==> config.mk <==
export PLATFORM = sky130hd
export DESIGN_NAME = fl_ctrl
export DESIGN_NICKNAME = d
export VERILOG_FILES = /design/src/rtl/fl_pkg.sv /design/src/rtl/fl_ctrl.sv
export SDC_FILE = /design/constraint.sdc
export NUM_CORES = 1
export LEC_CHECK = 0
export BUFFER_PORTS_ARGS = -buffer_cell sky130_fd_sc_hd__buf_2
export CORE_AREA = 4 4 41 43
export DETAILED_ROUTE_END_ITERATION = 16
export DIE_AREA = 0 0 45 47
export HOLD_SLACK_MARGIN = 0.02
export PLACE_DENSITY = 0.44
export SYNTH_ARGS = -nofsm -noshare
export SYNTH_HDL_FRONTEND = slang
export SYNTH_SLANG_ARGS = --single-unit
==> constraint.sdc <==
create_clock -name clock -period 1.2 [get_ports clock]
set_input_delay 0.12 -clock clock [delete_from_list [all_inputs] [get_ports clock]]
set_output_delay 0.12 -clock clock [all_outputs]
set_load 0.03 [all_outputs]
==> src/rtl/fl_pkg.sv <==
// Shared types and constants for the stereo flanger.
package fl_pkg;

   localparam int DEPTH_W    = 12;
   localparam int MOD_W      = 16;
   localparam int GAIN_W     = 16;
   localparam int FRAC_W     = 8;
   localparam int CSR_ADDR_W = 2;
   localparam int CSR_DATA_W = 16;

   localparam logic [GAIN_W:0] ONE_Q15 = 17'd32768;
   localparam int ROUND_Q15   = 16384;
   localparam int ROUND_FRAC  = 128;

   // configuration register indexes
   localparam logic [CSR_ADDR_W-1:0] CSR_EFFECT_ON = 2'd0;
   localparam logic [CSR_ADDR_W-1:0] CSR_DEPTH     = 2'd1;
   localparam logic [CSR_ADDR_W-1:0] CSR_FEEDBACK  = 2'd2;
   localparam logic [CSR_ADDR_W-1:0] CSR_WET       = 2'd3;

   // datapath commands from the sequencer
   typedef struct packed {
      logic load;    // capture request, form depth * mod
      logic addr;    // compute taps, read history
      logic blend;   // interpolate taps
      logic mul;     // feedback / dry / wet products
      logic fin;     // load output register
      logic write;   // write history, advance pointer
      logic bypass;  // current request passes straight through
   } fl_cmd_type;

endpackage

==> src/rtl/fl_ctrl.sv <==
// Sequencer for the flanger datapath and the response valid flag.
module fl_ctrl (
   input  logic               clock,
   input  logic               reset,
   input  logic               req_valid,
   output logic               req_ready,
   output logic               rsp_valid,
   input  logic               rsp_ready,
   input  logic               effect_on,
   output fl_pkg::fl_cmd_type cmd
);
   import fl_pkg::*;

   localparam logic [2:0] ST_IDLE  = 3'd0;
   localparam logic [2:0] ST_ADDR  = 3'd1;
   localparam logic [2:0] ST_BLEND = 3'd2;
   localparam logic [2:0] ST_MUL   = 3'd3;
   localparam logic [2:0] ST_FIN   = 3'd4;

   logic [2:0] state_ff, state_in;
   logic       bypass_ff, bypass_in;
   logic       rsp_valid_ff, rsp_valid_in;
   logic       out_free;
   logic       fin_go;
   logic       accept;

   assign out_free  = !rsp_valid_ff || rsp_ready;
   assign fin_go    = (state_ff == ST_FIN) && out_free;
   assign req_ready = (state_ff == ST_IDLE) || fin_go;
   assign accept    = req_valid && req_ready;
   assign rsp_valid = rsp_valid_ff;

   always_comb begin
      state_in     = state_ff;
      bypass_in    = bypass_ff;
      rsp_valid_in = rsp_valid_ff;
      if (fin_go) begin
         rsp_valid_in = 1'b1;
      end else if (rsp_ready) begin
         rsp_valid_in = 1'b0;
      end
      if (accept) begin
         bypass_in = !effect_on;
      end
      unique case (state_ff)
         ST_IDLE: begin
            if (accept) begin
               state_in = effect_on ? ST_ADDR : ST_FIN;
            end
         end
         ST_ADDR:  state_in = ST_BLEND;
         ST_BLEND: state_in = ST_MUL;
         ST_MUL:   state_in = ST_FIN;
         ST_FIN: begin
            if (fin_go) begin
               if (accept) begin
                  state_in = effect_on ? ST_ADDR : ST_FIN;
               end else begin
                  state_in = ST_IDLE;
               end
            end
         end
         default: state_in = ST_IDLE;
      endcase
   end

   always_ff @(posedge clock) begin
      if (reset) begin
         state_ff     <= ST_IDLE;
         bypass_ff    <= 1'b0;
         rsp_valid_ff <= 1'b0;
      end else begin
         state_ff     <= state_in;
         bypass_ff    <= bypass_in;
         rsp_valid_ff <= rsp_valid_in;
      end
   end

   always_comb begin
      cmd.load   = accept;
      cmd.addr   = (state_ff == ST_ADDR);
      cmd.blend  = (state_ff == ST_BLEND);
      cmd.mul    = (state_ff == ST_MUL);
      cmd.fin    = fin_go;
      cmd.write  = fin_go && !bypass_ff;
      cmd.bypass = bypass_ff;
   end

endmodule

==> run_results.csv <==
group,metric,value,unit
outcome,outcome,"finished with violations",
outcome,violations,"setup timing",
cells_and_area,antenna_cells,0,
synthesis,synthCells,38,
placed_design,place_congestion,0.6869,
floorplan,start_util,0.2356,
sta,hold_viol,0,
cells_and_area,utilization,0.4625,
power_and_ir_drop,ir_drop,0.5434,mV
cells_and_area,drive_above_1_share,0.7143,
clocking,clk_pin_slew_worst_paths,0.04,ns
cells_and_area,design_area,601.8,µm²
clocking,cts-root-buf,"clkbuf_4",
power_and_ir_drop,power.leakage,0.2738,nW
synthesis,synth.top_cell.area_share,0.3265,
cells_and_area,mostFrequentLayoutCells,"buf_6, buf_4, buf_2",
run,max-cap-violations,0,
synthesis,synth.area.top_cells,"dfxtp_1, buf_4, nor2_1, and2_2, and3_2",
clocking,clock_path_buffers,2,
setup_path,cp.required,1.08,ns
sta,timing.hold.ws,0.09831,ns
cells_and_area,syn2layout_area_growth,96.33,%
synthesis,synth.largest_area_cell,"dfxtp_1",
sta,tightestPinTransition,0.3120,ns
drt,viasPerCell,4.782,
sta,fin_setup_tns,-0.4819,ns
synthesis,yosysSeqAreaShare,0.3265,
synthesis,syn_area,306.5,µm²
placed_design,hpwl,578.7,µm
power_and_ir_drop,p_total,0.0008620,W
sta,fmax,731.9,MHz
setup_path,start_kind,"register",
global_route,antenna_found_initial,0,
floorplan,pin_count,14,
sta,slew_violations,0,
power_and_ir_drop,p_per_area,1432,nW/µm²
drt,wire_per_inst,11.74,µm
sta,clock_skew,0.002224,ns
sta,rsz0062_at_grt,"true",
drt,antenna_left,0,
clocking,numClockSinks,5,
global_route,grt_usage,0.09858,
floorplan,die_w,45,µm
global_route,grt_pass1_vias,355,
clocking,clk_latency,0.25,ns
placed_design,placed_cell_area,411.6,µm²
floorplan,rows,13,
placed_design,port_buffers,13,
synthesis,synth.avg_cell_area,8.067,µm²
floorplan,core,1301,µm²
drt,vias,373,
setup_path,critical_path_class,"register to primary output",
drt,dr.first_iter.drc_count,3,
floorplan,die-area,2115,µm²
synthesis,ys_ff_latch,5,
drt,drc,0,
global_route,grt_pass1_wl,1373,µm
sta,max_slew_margin,0.7901,
sta,setup_violations,7,
sta,setup_slack,-0.1663,ns
floorplan,die_h,47,µm
sta,fin_crit_sh,1.139,
synthesis,ys_types,21,
global_route,grt_max_degree,8,
cells_and_area,layout.cells.most_common,"buf_6",
synthesis,syn_nets,43,
drt,wl,916,µm
drt,drt_first_pass_iters,4,
hold_path,hold_path.class,"input pin to register",
clocking,cts-hold-fix-buffers,0,
setup_path,crit_fanout,6,
synthesis,synth_warnings,0,
sta,fin_crit,1.366,ns
clocking,cts_buffers,3,
setup_path,end_kind,"primary output",
clocking,cts_tree,"built",
setup_path,worstPathArrival,1.25,ns
global_route,grt-ovfl-total,0,
clocking,htree_levels,1,
cells_and_area,fin_nets,69,
routing by layer:
metal  GRT usage  part of all wire
met5           0                 0
met1     0.09729              0.43
met2      0.1554              0.48
met3     0.03448             0.061
met4      0.1053             0.032
logic make-up after synthesis:
kind of cell,Yosys count,synth area share
AO/OA/AOI/OAI,6,0.1224
AND/OR/NAND/NOR,23,0.4531
buffers and inverters,4,0.09796
flip-flops,5,0.3265
path summary, 6_finish.rpt:
check / to / from / cells after the start / slack, ns
setup / recovery: cmd[1] / state_ff[1] / 4 / -0.17
hold / removal: state_ff[1] / reset / 2 / 0.1
setup reg to reg: state_ff[2] / rsp_valid / 5 / -0.04
hold reg to reg: bypass_ff / bypass_ff / 2 / 0.54
synthesized netlist by cell type (all sizes together):
master  number
a21oi        2
nor2         7
and4b        1
buf          4
nor3         1
a221o        1
o21ai        2
or2b         1
dfxtp        5
nor4         1
and3         2
nor2b        1
and2         2
nand3b       1
or4          1
nand3        1
a211oi       1
nor3b        1
nand2        3
metrics by stage:
stage | instances | setup WS (ns)
2_1_floorplan | 38 | 0.01969
4_1_cts | 73 | -0.1708
3_5_place_dp | 67 | -0.02709
5_1_grt | 78 | -0.2198
3_3_place_gp | 67 | -0.01201
6_report | 78 | -0.1663
layout make-up:
| type | count | area [µm²] |
|---|---|---|
| sequential | 5 | 115.1 |
| timing repair buffer | 25 | 210.2 |
| fill | 139 | 699.4 |
| multi-input combinational | 29 | 231.5 |
| clock buffer | 4 | 26.28 |
| tap | 15 | 18.77 |
sequential cells by signal, indices dropped and copies added, names as in the netlist:
| signal | count |
|---|---|
| bypass_ff | 1 |
| state_ff | 3 |
| rsp_valid | 1 |
report_power, final:
group / internal (W) / switching (W)
Sequential: 0.000193 / 0.0000291
Clock: 0.000126 / 0.0000770
Combinational: 0.000222 / 0.000214
worst max-delay path: stages (launching register included):
cell     delay (ns)
dfxtp_4        0.36
nor2_4         0.16
and3_4         0.21
nor2b_4        0.14
buf_6          0.13
what timing repair did:
action,in CTS,in global routing
setup buffers,2,5
pin swaps,5,4
endpoints found under the setup margin,7,9
resized for setup,25,9
Power figures use the tool's default switching activity.
