$ cat src/rtl/fl_pkg.sv
// Shared types and constants for the stereo flanger.
package fl_pkg;

   localparam int DEPTH_W    = 12;
   localparam int MOD_W      = 16;
   localparam int GAIN_W     = 16;
   localparam int FRAC_W     = 8;
   localparam int CSR_ADDR_W = 2;
   localparam int CSR_DATA_W = 16;

   localparam logic [GAIN_W:0] ONE_Q15 = 17'd32768;
   localparam int ROUND_Q15   = 16384;
   localparam int ROUND_FRAC  = 128;

   // configuration register indexes
   localparam logic [CSR_ADDR_W-1:0] CSR_EFFECT_ON = 2'd0;
   localparam logic [CSR_ADDR_W-1:0] CSR_DEPTH     = 2'd1;
   localparam logic [CSR_ADDR_W-1:0] CSR_FEEDBACK  = 2'd2;
   localparam logic [CSR_ADDR_W-1:0] CSR_WET       = 2'd3;

   // datapath commands from the sequencer
   typedef struct packed {
      logic load;    // capture request, form depth * mod
      logic addr;    // compute taps, read history
      logic blend;   // interpolate taps
      logic mul;     // feedback / dry / wet products
      logic fin;     // load output register
      logic write;   // write history, advance pointer
      logic bypass;  // current request passes straight through
   } fl_cmd_type;

endpackage

$ cat src/rtl/fl_wptr.sv
// History write pointer and wrap flag shared by both channels.
module fl_wptr #(
   parameter int DELAY_LEN = 4096,
   localparam int ADDR_W = $clog2(DELAY_LEN)
) (
   input  logic               clock,
   input  logic               reset,
   input  fl_pkg::fl_cmd_type cmd,
   output logic [ADDR_W-1:0]  wp,
   output logic               wrapped
);
   import fl_pkg::*;

   localparam logic [ADDR_W-1:0] LAST = ADDR_W'(DELAY_LEN - 1);

   logic [ADDR_W-1:0] wp_ff, wp_in;
   logic              wrapped_ff, wrapped_in;

   always_comb begin
      wp_in      = wp_ff;
      wrapped_in = wrapped_ff;
      if (cmd.write) begin
         if (wp_ff == LAST) begin
            wp_in      = '0;
            wrapped_in = 1'b1;
         end else begin
            wp_in = wp_ff + ADDR_W'(1);
         end
      end
   end

   always_ff @(posedge clock) begin
      if (reset) begin
         wp_ff      <= '0;
         wrapped_ff <= 1'b0;
      end else begin
         wp_ff      <= wp_in;
         wrapped_ff <= wrapped_in;
      end
   end

   assign wp      = wp_ff;
   assign wrapped = wrapped_ff;

endmodule

$ cat config.mk
export PLATFORM = sky130hd
export DESIGN_NAME = fl_wptr
export DESIGN_NICKNAME = d
export VERILOG_FILES = /design/src/rtl/fl_pkg.sv /design/src/rtl/fl_wptr.sv
export SDC_FILE = /design/constraint.sdc
export NUM_CORES = 1
export LEC_CHECK = 0
export ABC_AREA = 1
export BUFFER_PORTS_ARGS = -buffer_cell sky130_fd_sc_hd__buf_2
export CAP_MARGIN = 20
export CORE_MARGIN = 2
export CORE_UTILIZATION = 46
export DETAILED_ROUTE_END_ITERATION = 16
export GPL_TIMING_DRIVEN = 0
export PLACE_DENSITY = 0.74
export SLEW_MARGIN = 20
export SYNTH_ARGS = -nofsm -noshare
export SYNTH_HDL_FRONTEND = slang
export SYNTH_SLANG_ARGS = --single-unit
export TNS_END_PERCENT = 1
$ cat constraint.sdc
create_clock -name clock -period 1.9 [get_ports clock]
set_clock_uncertainty 0.1 [all_clocks]
set_input_delay 0.19 -clock clock [delete_from_list [all_inputs] [get_ports clock]]
set_output_delay 0.19 -clock clock [all_outputs]
set_load 0.05 [all_outputs]
==> impl_metrics.json, run 1 <==
{
  "whs_ns": 0.03662,
  "max-vdd-ir-drop_uv": 421.5,
  "diodes": 0,
  "reg2reg_depth": 8,
  "final_cell_mix": "25 x nand2_1, 20 x nor2_1, 15 x buf_2, 13 x inv_1, 13 x dfxtp_1",
  "powerDensity_nw_per_um2": 634.1,
  "grt_usage_pct": 16.93,
  "start_kind": "flop",
  "critPathMaxStageDelay_ns": 0.40,
  "ys_types": 20,
  "worstHoldPathType": "in2reg",
  "synth_area_per_cell_um2": 6.669,
  "cts-htree-levels": 1,
  "slew_headroom_pct": 83.44,
  "synth_cells": 100,
  "hold_violations": 0,
  "synth_warnings": 0,
  "cts_hold_buf": 0,
  "rsz0062_at_grt": "no",
  "grt_max_degree": 9,
  "crit_path_frequent_cell": "nand2_1",
  "synth_area_um2": 666.9,
  "cts_tree": "built",
  "ys_seq_area_share_pct": 39.02,
  "nets": 130,
  "hpwl_um": 993.4,
  "rows": 13,
  "synth_top_area_share_pct": 39.02,
  "cp.required_ns": 1.98,
  "p_leak_nw": 0.3829,
  "worst_pin_slew_ns": 0.2501,
  "drt_iter0_drc": 12,
  "status": "finished, final reports clean",
  "start_util_pct": 50.00,
  "fmax_ghz": 0.6459,
  "grt_pass1_vias": 584,
  "drt_wl_total_um": 1320,
  "postPlaceCellArea_um2": 760.7,
  "min_from": "reset",
  "design.core.area_um2": 1334,
  "drc": 0,
  "fin_area_um2": 788.3,
  "synth_nets": 110,
  "reg2reg_from": "wp[0]",
  "max-cap-violations": 0,
  "postRouteAntennaNets": 0,
  "die_w_um": 42.08,
  "clock_sinks": 13,
  "avgRoutedWirePerCell_um": 9.851,
  "fin_util_pct": 59.10,
  "portBuffers": 15,
  "synthTopCellsByArea": "dfxtp_1 39%, nand2_1 14%, nor2_1 11%, inv_1 7.3%, nand3_1 3.8%",
  "arrival_ns": 1.63,
  "path_clk_slew_ns": 0.09,
  "r2r-end": "wp[7]",
  "drt_pass1_iterations": 4,
  "post_cts_buffers": 0,
  "whs_path_depth": 2,
  "cts_root_buf": "clkbuf_4",
  "endpoint_kind": "flop",
  "clock_path_buffers": 2,
  "area_growth_pct": 18.20,
  "grt_pass1_wl_um": 2366,
  "via_per_inst": 4.873,
  "fp.dieH_um": 42.08,
  "design_power_total_w": 0.0004999,
  "gp_routability_congestion": 0.8644,
  "antenna_found_initial": 0,
  "report.final.slew_viol_count": 0,
  "cts_resized": 0,
  "worstSetupPathType": "reg2reg",
  "layout_commonest_cell": "nand2_1",
  "clk_latency_ns": 0.28,
  "slowest_stage": "dfxtp_1",
  "vias": 653,
  "ys_seq_elements": 13,
  "setup_viol": 0,
  "holdPathEnd": "wrapped",
  "final.period_utilization_pct": 81.49,
  "post-route-min-period_ns": 1.548,
  "design.die.area_um2": 1770,
  "overflow": 0,
  "num_io_pins": 22,
  "drive_above_1_share_pct": 24.37,
  "path_cells": "ha_1 -> nand2_1 -> nor2_2 -> nand2_1 -> nor2_2 -> nor2_1 -> nand2_1 -> nor2_1",
  "r2r_slack_ns": 0.35,
  "synth_area_leader_cell": "dfxtp_1",
  "worstPathMaxFanout": 5,
  "setup_tns_ns": 0,
  "cts_buffers": 3
}
[flip-flops by register name (all words and copies together), names as in the netlist]
name	flops
wrapped	1
wp	12
[routing by layer]
metal	part of all wire (%)	GRT usage, %
met2	44	28.13
met4	1.6	6.250
met5	0	0
met3	4.0	2.586
met1	50	22.11
[Yosys cell counts, drive strengths merged]
library cell and n:
o21bai 1, dfxtp 13, o21ai 4, nor3 1, xor2 2, nand3 5, inv 16, nand2 27
o22ai 1, a21oi 3, ha 1, nor2 24, nand4 2
[critical path: cells and delay by family, from the launching register on]
kind | cells | cell delay, ns
adders and majority gates | 1 | 0.22
DFF | 1 | 0.40
and+or+nand+nor | 7 | 0.73
[worst max path at each step]
stage          startpoint  endpoint  depth (start not counted)
2_1_floorplan       wp[1]     wp[7]                          8
3_3_place_gp        wp[0]    wp[11]                          8
3_5_place_dp        wp[0]     wp[7]                          8
4_1_cts             wp[0]     wp[7]                          8
5_1_grt             wp[0]     wp[7]                          8
6_report            wp[0]     wp[7]                          8
[final cells by class]
class,count,area (um^2)
flip-flops and latches,13,260.3
clock buffers,3,22.52
inverters,16,60.06
multi-input cells,71,346.6
well taps,15,18.77
fillers,124,545.5
clock inverters,1,5.005
repair buffers,15,75.07
[report_power, final]
group	internal (W)	leakage (nW)	switching (W)	total, W
Sequential	0.000276	0.105	0.00000475	0.000281
Clock	0.0000780	0.0177	0.000103	0.000181
Combinational	0.0000104	0.260	0.0000280	0.0000384
[per-stage QoR]
stage / instances / setup slack (ns)
5_1_grt: 134 / 0.1241
3_3_place_gp: 130 / 0.4028
6_report: 134 / 0.3517
2_1_floorplan: 100 / 0.1320
4_1_cts: 134 / 0.3359
3_5_place_dp: 130 / 0.3680
[logic make-up (layout without fill, tap and decap cells)]
logic type | after synthesis | after routing | synth area share [%]
AND/OR/NAND/NOR | 59 | 59 | 39.59
XOR/XNOR | 2 | 2 | 2.627
buffers and inverters | 16 | 35 | 9.006
adder cells (fa/ha/maj) | 1 | 1 | 1.876
AO/OA/AOI/OAI | 9 | 9 | 7.880
flip-flops | 13 | 13 | 39.02
(Power assumes the default switching activity.)
==> run 2, diff against run 1 <==
--- a/config.mk
+++ b/config.mk
@@ -5,14 +5,14 @@
 export SDC_FILE = /design/constraint.sdc
 export NUM_CORES = 1
 export LEC_CHECK = 0
-export ABC_AREA = 1
+export ABC_AREA = 0
 export BUFFER_PORTS_ARGS = -buffer_cell sky130_fd_sc_hd__buf_2
 export CAP_MARGIN = 20
 export CORE_MARGIN = 2
-export CORE_UTILIZATION = 46
+export CORE_UTILIZATION = 42
 export DETAILED_ROUTE_END_ITERATION = 16
 export GPL_TIMING_DRIVEN = 0
-export PLACE_DENSITY = 0.74
+export PLACE_DENSITY = 0.72
 export SLEW_MARGIN = 20
 export SYNTH_ARGS = -nofsm -noshare
 export SYNTH_HDL_FRONTEND = slang
==> constraint.sdc (replaced) <==
create_clock -name clock -period 1.4 [get_ports clock]
set_clock_uncertainty 0.1 [all_clocks]
set_input_delay 0.14 -clock clock [delete_from_list [all_inputs] [get_ports clock]]
set_output_delay 0.14 -clock clock [all_outputs]
set_load 0.05 [all_outputs]
==> impl_metrics.json, run 2 <==
{
  "status": "finished, violations left",
  "violations": "setup timing",
  "comb_power_share_pct": 13.3,
  "clockPowerShare_pct": 31.9,
  "synth_nets": 79,
  "antenna_found_initial": 0,
  "num_io_pins": 22,
  "placedCellCount": 98,
  "grt_max_degree": 9,
  "arrival_ns": 1.58,
  "drive_above_1_share_pct": 47.42,
  "synthXorXnorAreaFrac_pct": 5.545,
  "area_growth_pct": 38.81,
  "setup_tns_ns": -0.1960,
  "start_util_pct": 46.80,
  "critPathMaxStageDelay_ns": 0.51,
  "design_power_total_w": 0.0006959,
  "synth_warnings": 0,
  "p_switching_w": 0.0001733,
  "drt_iter0_drc": 23,
  "avgRoutedWirePerCell_um": 12.47,
  "cts_root_buf": "clkbuf_4",
  "routed-wl-met3_um": 55,
  "swShare_pct": 24.91,
  "worst_pin_slew_ns": 0.2331,
  "async_flop_share_pct": 0,
  "design.die.area_um2": 1831,
  "p_int_w": 0.0005225,
  "report.final.slew_viol_count": 0,
  "layout.cells.non_filler": 112,
  "synth_top_family_by_area": "simple AND/OR/NAND/NOR gates",
  "synthTopCellsByCount": "13 x dfxtp_1, 6 x a21oi_1, 6 x nand2_1, 6 x nor2_1",
  "fin_util_pct": 64.97,
  "fin_area_um2": 877.1,
  "ys_seq_area_share_pct": 41.19,
  "start_kind": "flop",
  "grt_pass1_wl_um": 2256,
  "r2r_slack_ns": -0.08,
  "synth_area_um2": 631.9,
  "fmax_ghz": 0.6750,
  "synth-compound-area-share_pct": 18.61,
  "synthTopCellsByArea": "dfxtp_1 41%, a21oi_1 4.8%, or4_1 4.8%, o41ai_4 4.4%, xor2_1 4.2%",
  "diodes": 0,
  "ys_seq_elements": 13,
  "synthAdderAreaFrac_pct": 1.980,
  "setup_ws_ns": -0.08144,
  "clock_sinks": 13,
  "vias": 640,
  "hold_violations": 0,
  "clk_latency_ns": 0.27,
  "synthMuxAreaShare_pct": 1.584,
  "die_w_um": 42.79,
  "yosys.area_share.simple_pct": 27.92,
  "synth-edff-count": 0,
  "hpwl_um": 951.9,
  "powerDensity_nw_per_um2": 793.4,
  "drt_wl_total_um": 1397,
  "max-cap-violations": 0,
  "rows": 13,
  "cp.required_ns": 1.50,
  "worstSetupPathType": "reg2reg",
  "final_cell_mix": "15 x buf_2, 9 x buf_4, 8 x dfxtp_2, 6 x nor2_1, 6 x nand2_1",
  "overflow": 0,
  "largest_register_ffs": 12,
  "setup_viol": 5,
  "cts_tree": "built",
  "top_layer": "met4",
  "path_cells": "ha_4 -> nand4_4 -> or4_4 -> a21oi_1",
  "fp.dieH_um": 42.79,
  "portBuffers": 14,
  "layout_commonest_cell": "buf_2",
  "gp_routability_congestion": 0.7042,
  "synth_area_leader_cell": "dfxtp_1",
  "cts-htree-levels": 1,
  "synth_area_per_cell_um2": 9.157,
  "wl_met1_um": 623,
  "worstHoldPathType": "in2reg",
  "postPlaceCellArea_um2": 758.2,
  "nets": 108,
  "grt_usage_pct": 15.67,
  "synth-main-ff-cell": "dfxtp_1",
  "p_leak_nw": 0.3563,
  "path_clk_slew_ns": 0.07,
  "post-route-min-period_ns": 1.481,
  "grt_pass1_vias": 543,
  "clock_path_buffers": 2,
  "seqPwrFrac_pct": 54.9,
  "design.core.area_um2": 1350,
  "worstPathMaxFanout": 8,
  "rsz0062_at_grt": "yes",
  "dr_wl_met2_um": 707,
  "yosys.cell_count.top_type": "dfxtp_1",
  "ys_types": 25,
  "final.period_utilization_pct": 105.8,
  "max-vdd-ir-drop_uv": 723.7,
  "synth_cells": 69,
  "drt_pass1_iterations": 4,
  "endpoint_kind": "flop",
  "drc": 0,
  "slew_headroom_pct": 84.37,
  "slowest_stage": "or4_4",
  "cts_buffers": 3,
  "synth_top_area_share_pct": 41.19,
  "via_per_inst": 5.714,
  "postRouteAntennaNets": 0
}
-- run 2: cell count changes in the layout (fill, tap and decap cells not counted), sizes merged, moves of 2 or more --
cell   delta
nand2    -21
nor2     -18
inv      -12
buf       +9
or4       +4
a21oi     +3
nand4     +3
o31ai     +3
or3       +2
-- run 2: worst paths after layout --
path	start	endpoint	cells past startpoint
setup / recovery	wp[0]	wp[8]	4
hold reg to reg	wrapped	wrapped	1
setup reg to reg	wp[0]	wp[8]	4
hold / removal	cmd[1]	wp[0]	3
-- run 2: critical path: cells and delay by family, from the launching register on --
family | cells | cell delay, ns
simple gates | 2 | 0.65
flops | 1 | 0.38
fa+ha+maj | 1 | 0.15
compound gates | 1 | 0.14
-- run 2: repair_timing --
item	4_1_cts	5_1_grt
endpoints found under the hold margin	0	1
hold buffers	0	1
endpoints found under the setup margin	11	12
pin swaps	2	4
setup buffers	7	2
resized for setup	0	3
-- run 2: layer usage --
metal  vias to the layer above  track usage, %
met2                        14           28.48
met5                         -               0
met3                         2           2.553
met1                       304           18.86
met4                         0           3.750
li1                        320               -
-- run 2: final cells by class --
class | instances | area, um^2
repair buffers | 24 | 147.6
fillers | 114 | 473.0
flip-flops and latches | 13 | 285.3
inverters | 4 | 15.01
multi-input cells | 51 | 379.1
plain buffers | 1 | 5.005
clock buffers | 4 | 26.28
well taps | 15 | 18.77
-- run 2: power by group through the flow --
stage	Combinational (W)	Sequential [W]	Clock (W)
2_1_floorplan	0.0000278	0.000414	0
3_3_place_gp	0.0000629	0.000394	0
3_5_place_dp	0.0000640	0.000394	0
4_1_cts	0.0000852	0.000382	0.000231
5_1_grt	0.000101	0.000383	0.000250
6_report	0.0000922	0.000382	0.000222
-- run 2: logic make-up (layout without fill, tap and decap cells) --
group,Yosys count,after routing
mux,1,1
flops,13,13
buf+inv,5,33
fa+ha+maj,1,1
simple gates,29,29
compound gates,16,16
xor+xnor,4,4
-- run 2: metrics by stage --
step                      hold WS [ns]  setup WS, ns
after global placement          0.2798       -0.1809
after global routing            0.1787       -0.1380
final                           0.1799      -0.08144
after detailed placement        0.2895       -0.1915
after floorplan                0.09936       -0.1485
after CTS                     0.003682      -0.07915
==> run 3, diff against run 2 <==
--- a/config.mk
+++ b/config.mk
@@ -9,10 +9,11 @@
 export BUFFER_PORTS_ARGS = -buffer_cell sky130_fd_sc_hd__buf_2
 export CAP_MARGIN = 20
 export CORE_MARGIN = 2
-export CORE_UTILIZATION = 42
+export CORE_UTILIZATION = 45
+export CTS_BUF_LIST = sky130_fd_sc_hd__clkbuf_4 sky130_fd_sc_hd__clkbuf_8
 export DETAILED_ROUTE_END_ITERATION = 16
 export GPL_TIMING_DRIVEN = 0
-export PLACE_DENSITY = 0.72
+export PLACE_DENSITY = 0.76
 export SLEW_MARGIN = 20
 export SYNTH_ARGS = -nofsm -noshare
 export SYNTH_HDL_FRONTEND = slang
==> impl_metrics.json, run 3 (synthesis gave the netlist of run 2 again) <==
{
  "p_switching_w": 0.0001859,
  "post-route-min-period_ns": 1.508,
  "grt_pass1_vias": 527,
  "setup_tns_ns": -0.7991,
  "max-vdd-ir-drop_uv": 582.0,
  "cts_buffers": 3,
  "postRouteAntennaNets": 0,
  "num_io_pins": 22,
  "overflow": 0,
  "grt_pass1_wl_um": 2249,
  "cts-htree-levels": 1,
  "clk_latency_ns": 0.28,
  "fmax_ghz": 0.6631,
  "powerDensity_nw_per_um2": 838.9,
  "dr_wl_met2_um": 706,
  "rows": 13,
  "p_int_w": 0.0005404,
  "drt_pass1_iterations": 4,
  "reg2reg_from": "wp[0]",
  "status": "finished, violations left",
  "clock_sinks": 13,
  "wl_met1_um": 679,
  "r2r-end": "wp[3]",
  "worstSetupPathType": "reg2reg",
  "portBuffers": 14,
  "via_per_inst": 5.679,
  "hold_violations": 0,
  "start_kind": "flop",
  "final_cell_mix": "15 x buf_2, 8 x dfxtp_2, 6 x nor2_1, 6 x nand2_1, 5 x buf_4",
  "fp.dieH_um": 41.47,
  "crit_end": "wp[3]",
  "pre_cts_slack_ns": -0.1551,
  "reg2reg_depth": 5,
  "design.core.area_um2": 1301,
  "vias": 619,
  "design.die.area_um2": 1720,
  "clockPowerShare_pct": 35.1,
  "cts_root_buf": "clkbuf_4",
  "start_util_pct": 48.56,
  "setup_viol": 9,
  "avgRoutedWirePerCell_um": 13.44,
  "max-cap-violations": 0,
  "setup_ws_ns": -0.1081,
  "nets": 105,
  "final.period_utilization_pct": 107.7,
  "drc": 0,
  "layout_commonest_cell": "buf_2",
  "drt_wl_total_um": 1465,
  "swShare_pct": 25.60,
  "antenna_found_initial": 0,
  "r2r_slack_ns": -0.11,
  "path_clk_slew_ns": 0.08,
  "routed-wl-met3_um": 54,
  "p_leak_nw": 0.3464,
  "hpwl_um": 939.7,
  "grt_max_degree": 9,
  "slew_headroom_pct": 79.22,
  "violations": "setup timing",
  "grt_usage_pct": 16.68,
  "whs_ns": 0.1562,
  "seqPwrFrac_pct": 52.2,
  "top_layer": "met4",
  "largest_register_ffs": 12,
  "diodes": 0,
  "rsz0062_at_grt": "yes",
  "worst_pin_slew_ns": 0.3106,
  "report.final.slew_viol_count": 0,
  "area_growth_pct": 37.03,
  "cp.required_ns": 1.48,
  "worstPathMaxFanout": 8,
  "startpoint": "wp[0]",
  "arrival_ns": 1.58,
  "clock_path_buffers": 2,
  "comb_power_share_pct": 12.7,
  "endpoint_kind": "flop",
  "drive_above_1_share_pct": 47.87,
  "die_w_um": 41.47,
  "worstHoldPathType": "in2reg",
  "gp_routability_congestion": 0.7028,
  "drt_iter0_drc": 19,
  "cts_tree": "built"
}
==> run 3: cell count changes in the layout (fill, tap and decap cells not counted), sizes merged <==
cell | before | now
buf | 24 | 21
==> run 3: repair_timing <==
item / in CTS / in global routing
resized for setup: 0 / 5
setup buffers: 4 / 2
hold buffers: 1 / 0
pin swaps: 1 / 4
endpoints found under the setup margin: 11 / 11
endpoints found under the hold margin: 4 / 0
gates cloned: 0 / 0
==> run 3: cell type report <==
| class | instances | area, um^2 |
|---|---|---|
| buffer | 1 | 5.005 |
| tap | 15 | 18.77 |
| fill | 113 | 435.4 |
| inverter | 4 | 15.01 |
| sequential | 13 | 285.3 |
| timing repair buffer | 21 | 128.9 |
| clock buffer | 4 | 30.03 |
| multi-input combinational | 51 | 382.9 |
==> run 3: worst min-delay path by stage <==
stage                     slack, ns  endpoint  startpoint  cells after the start
final                          0.16     wp[0]      cmd[1]                      3
after global routing           0.16     wp[1]      cmd[1]                      3
after CTS                      0.15     wp[1]      cmd[1]                      3
after detailed placement       0.28     wp[8]       reset                      2
after global placement         0.28    wp[10]       reset                      2
after floorplan                 0.1     wp[8]       reset                      1
==> run 3: stage by stage <==
step	power [W]	std cells	util, %	area [um^2]
finish	0.0007263	109	66.54	865.8
global route	0.0007605	109	66.54	865.8
CTS	0.0007183	107	63.65	828.3
detailed placement	0.0004576	98	58.27	758.2
global placement	0.0004565	98	58.27	758.2
floorplan	0.0004417	69	-	669.4
==> run 3: layer usage <==
layer	vias to the layer above	global-route usage, %
li1	307	-
met5	-	0
met1	294	20.38
met4	0	7.742
met2	14	27.50
met3	4	3.913
==> run 3: power groups by stage <==
stage | logic, W | registers [W] | clock network (W)
final | 0.0000919 | 0.000379 | 0.000255
after global routing | 0.0000994 | 0.000381 | 0.000280
after CTS | 0.0000812 | 0.000381 | 0.000256
after detailed placement | 0.0000637 | 0.000394 | 0
after global placement | 0.0000627 | 0.000394 | 0
after floorplan | 0.0000278 | 0.000414 | 0
==> run 3: worst max-delay path: stages, from the launching register on <==
cell and delay [ns]:
dfxtp_4 0.36, ha_4 0.15, nand4_4 0.14, o41ai_4 0.42, buf_6 0.19, nor2_1 0.05
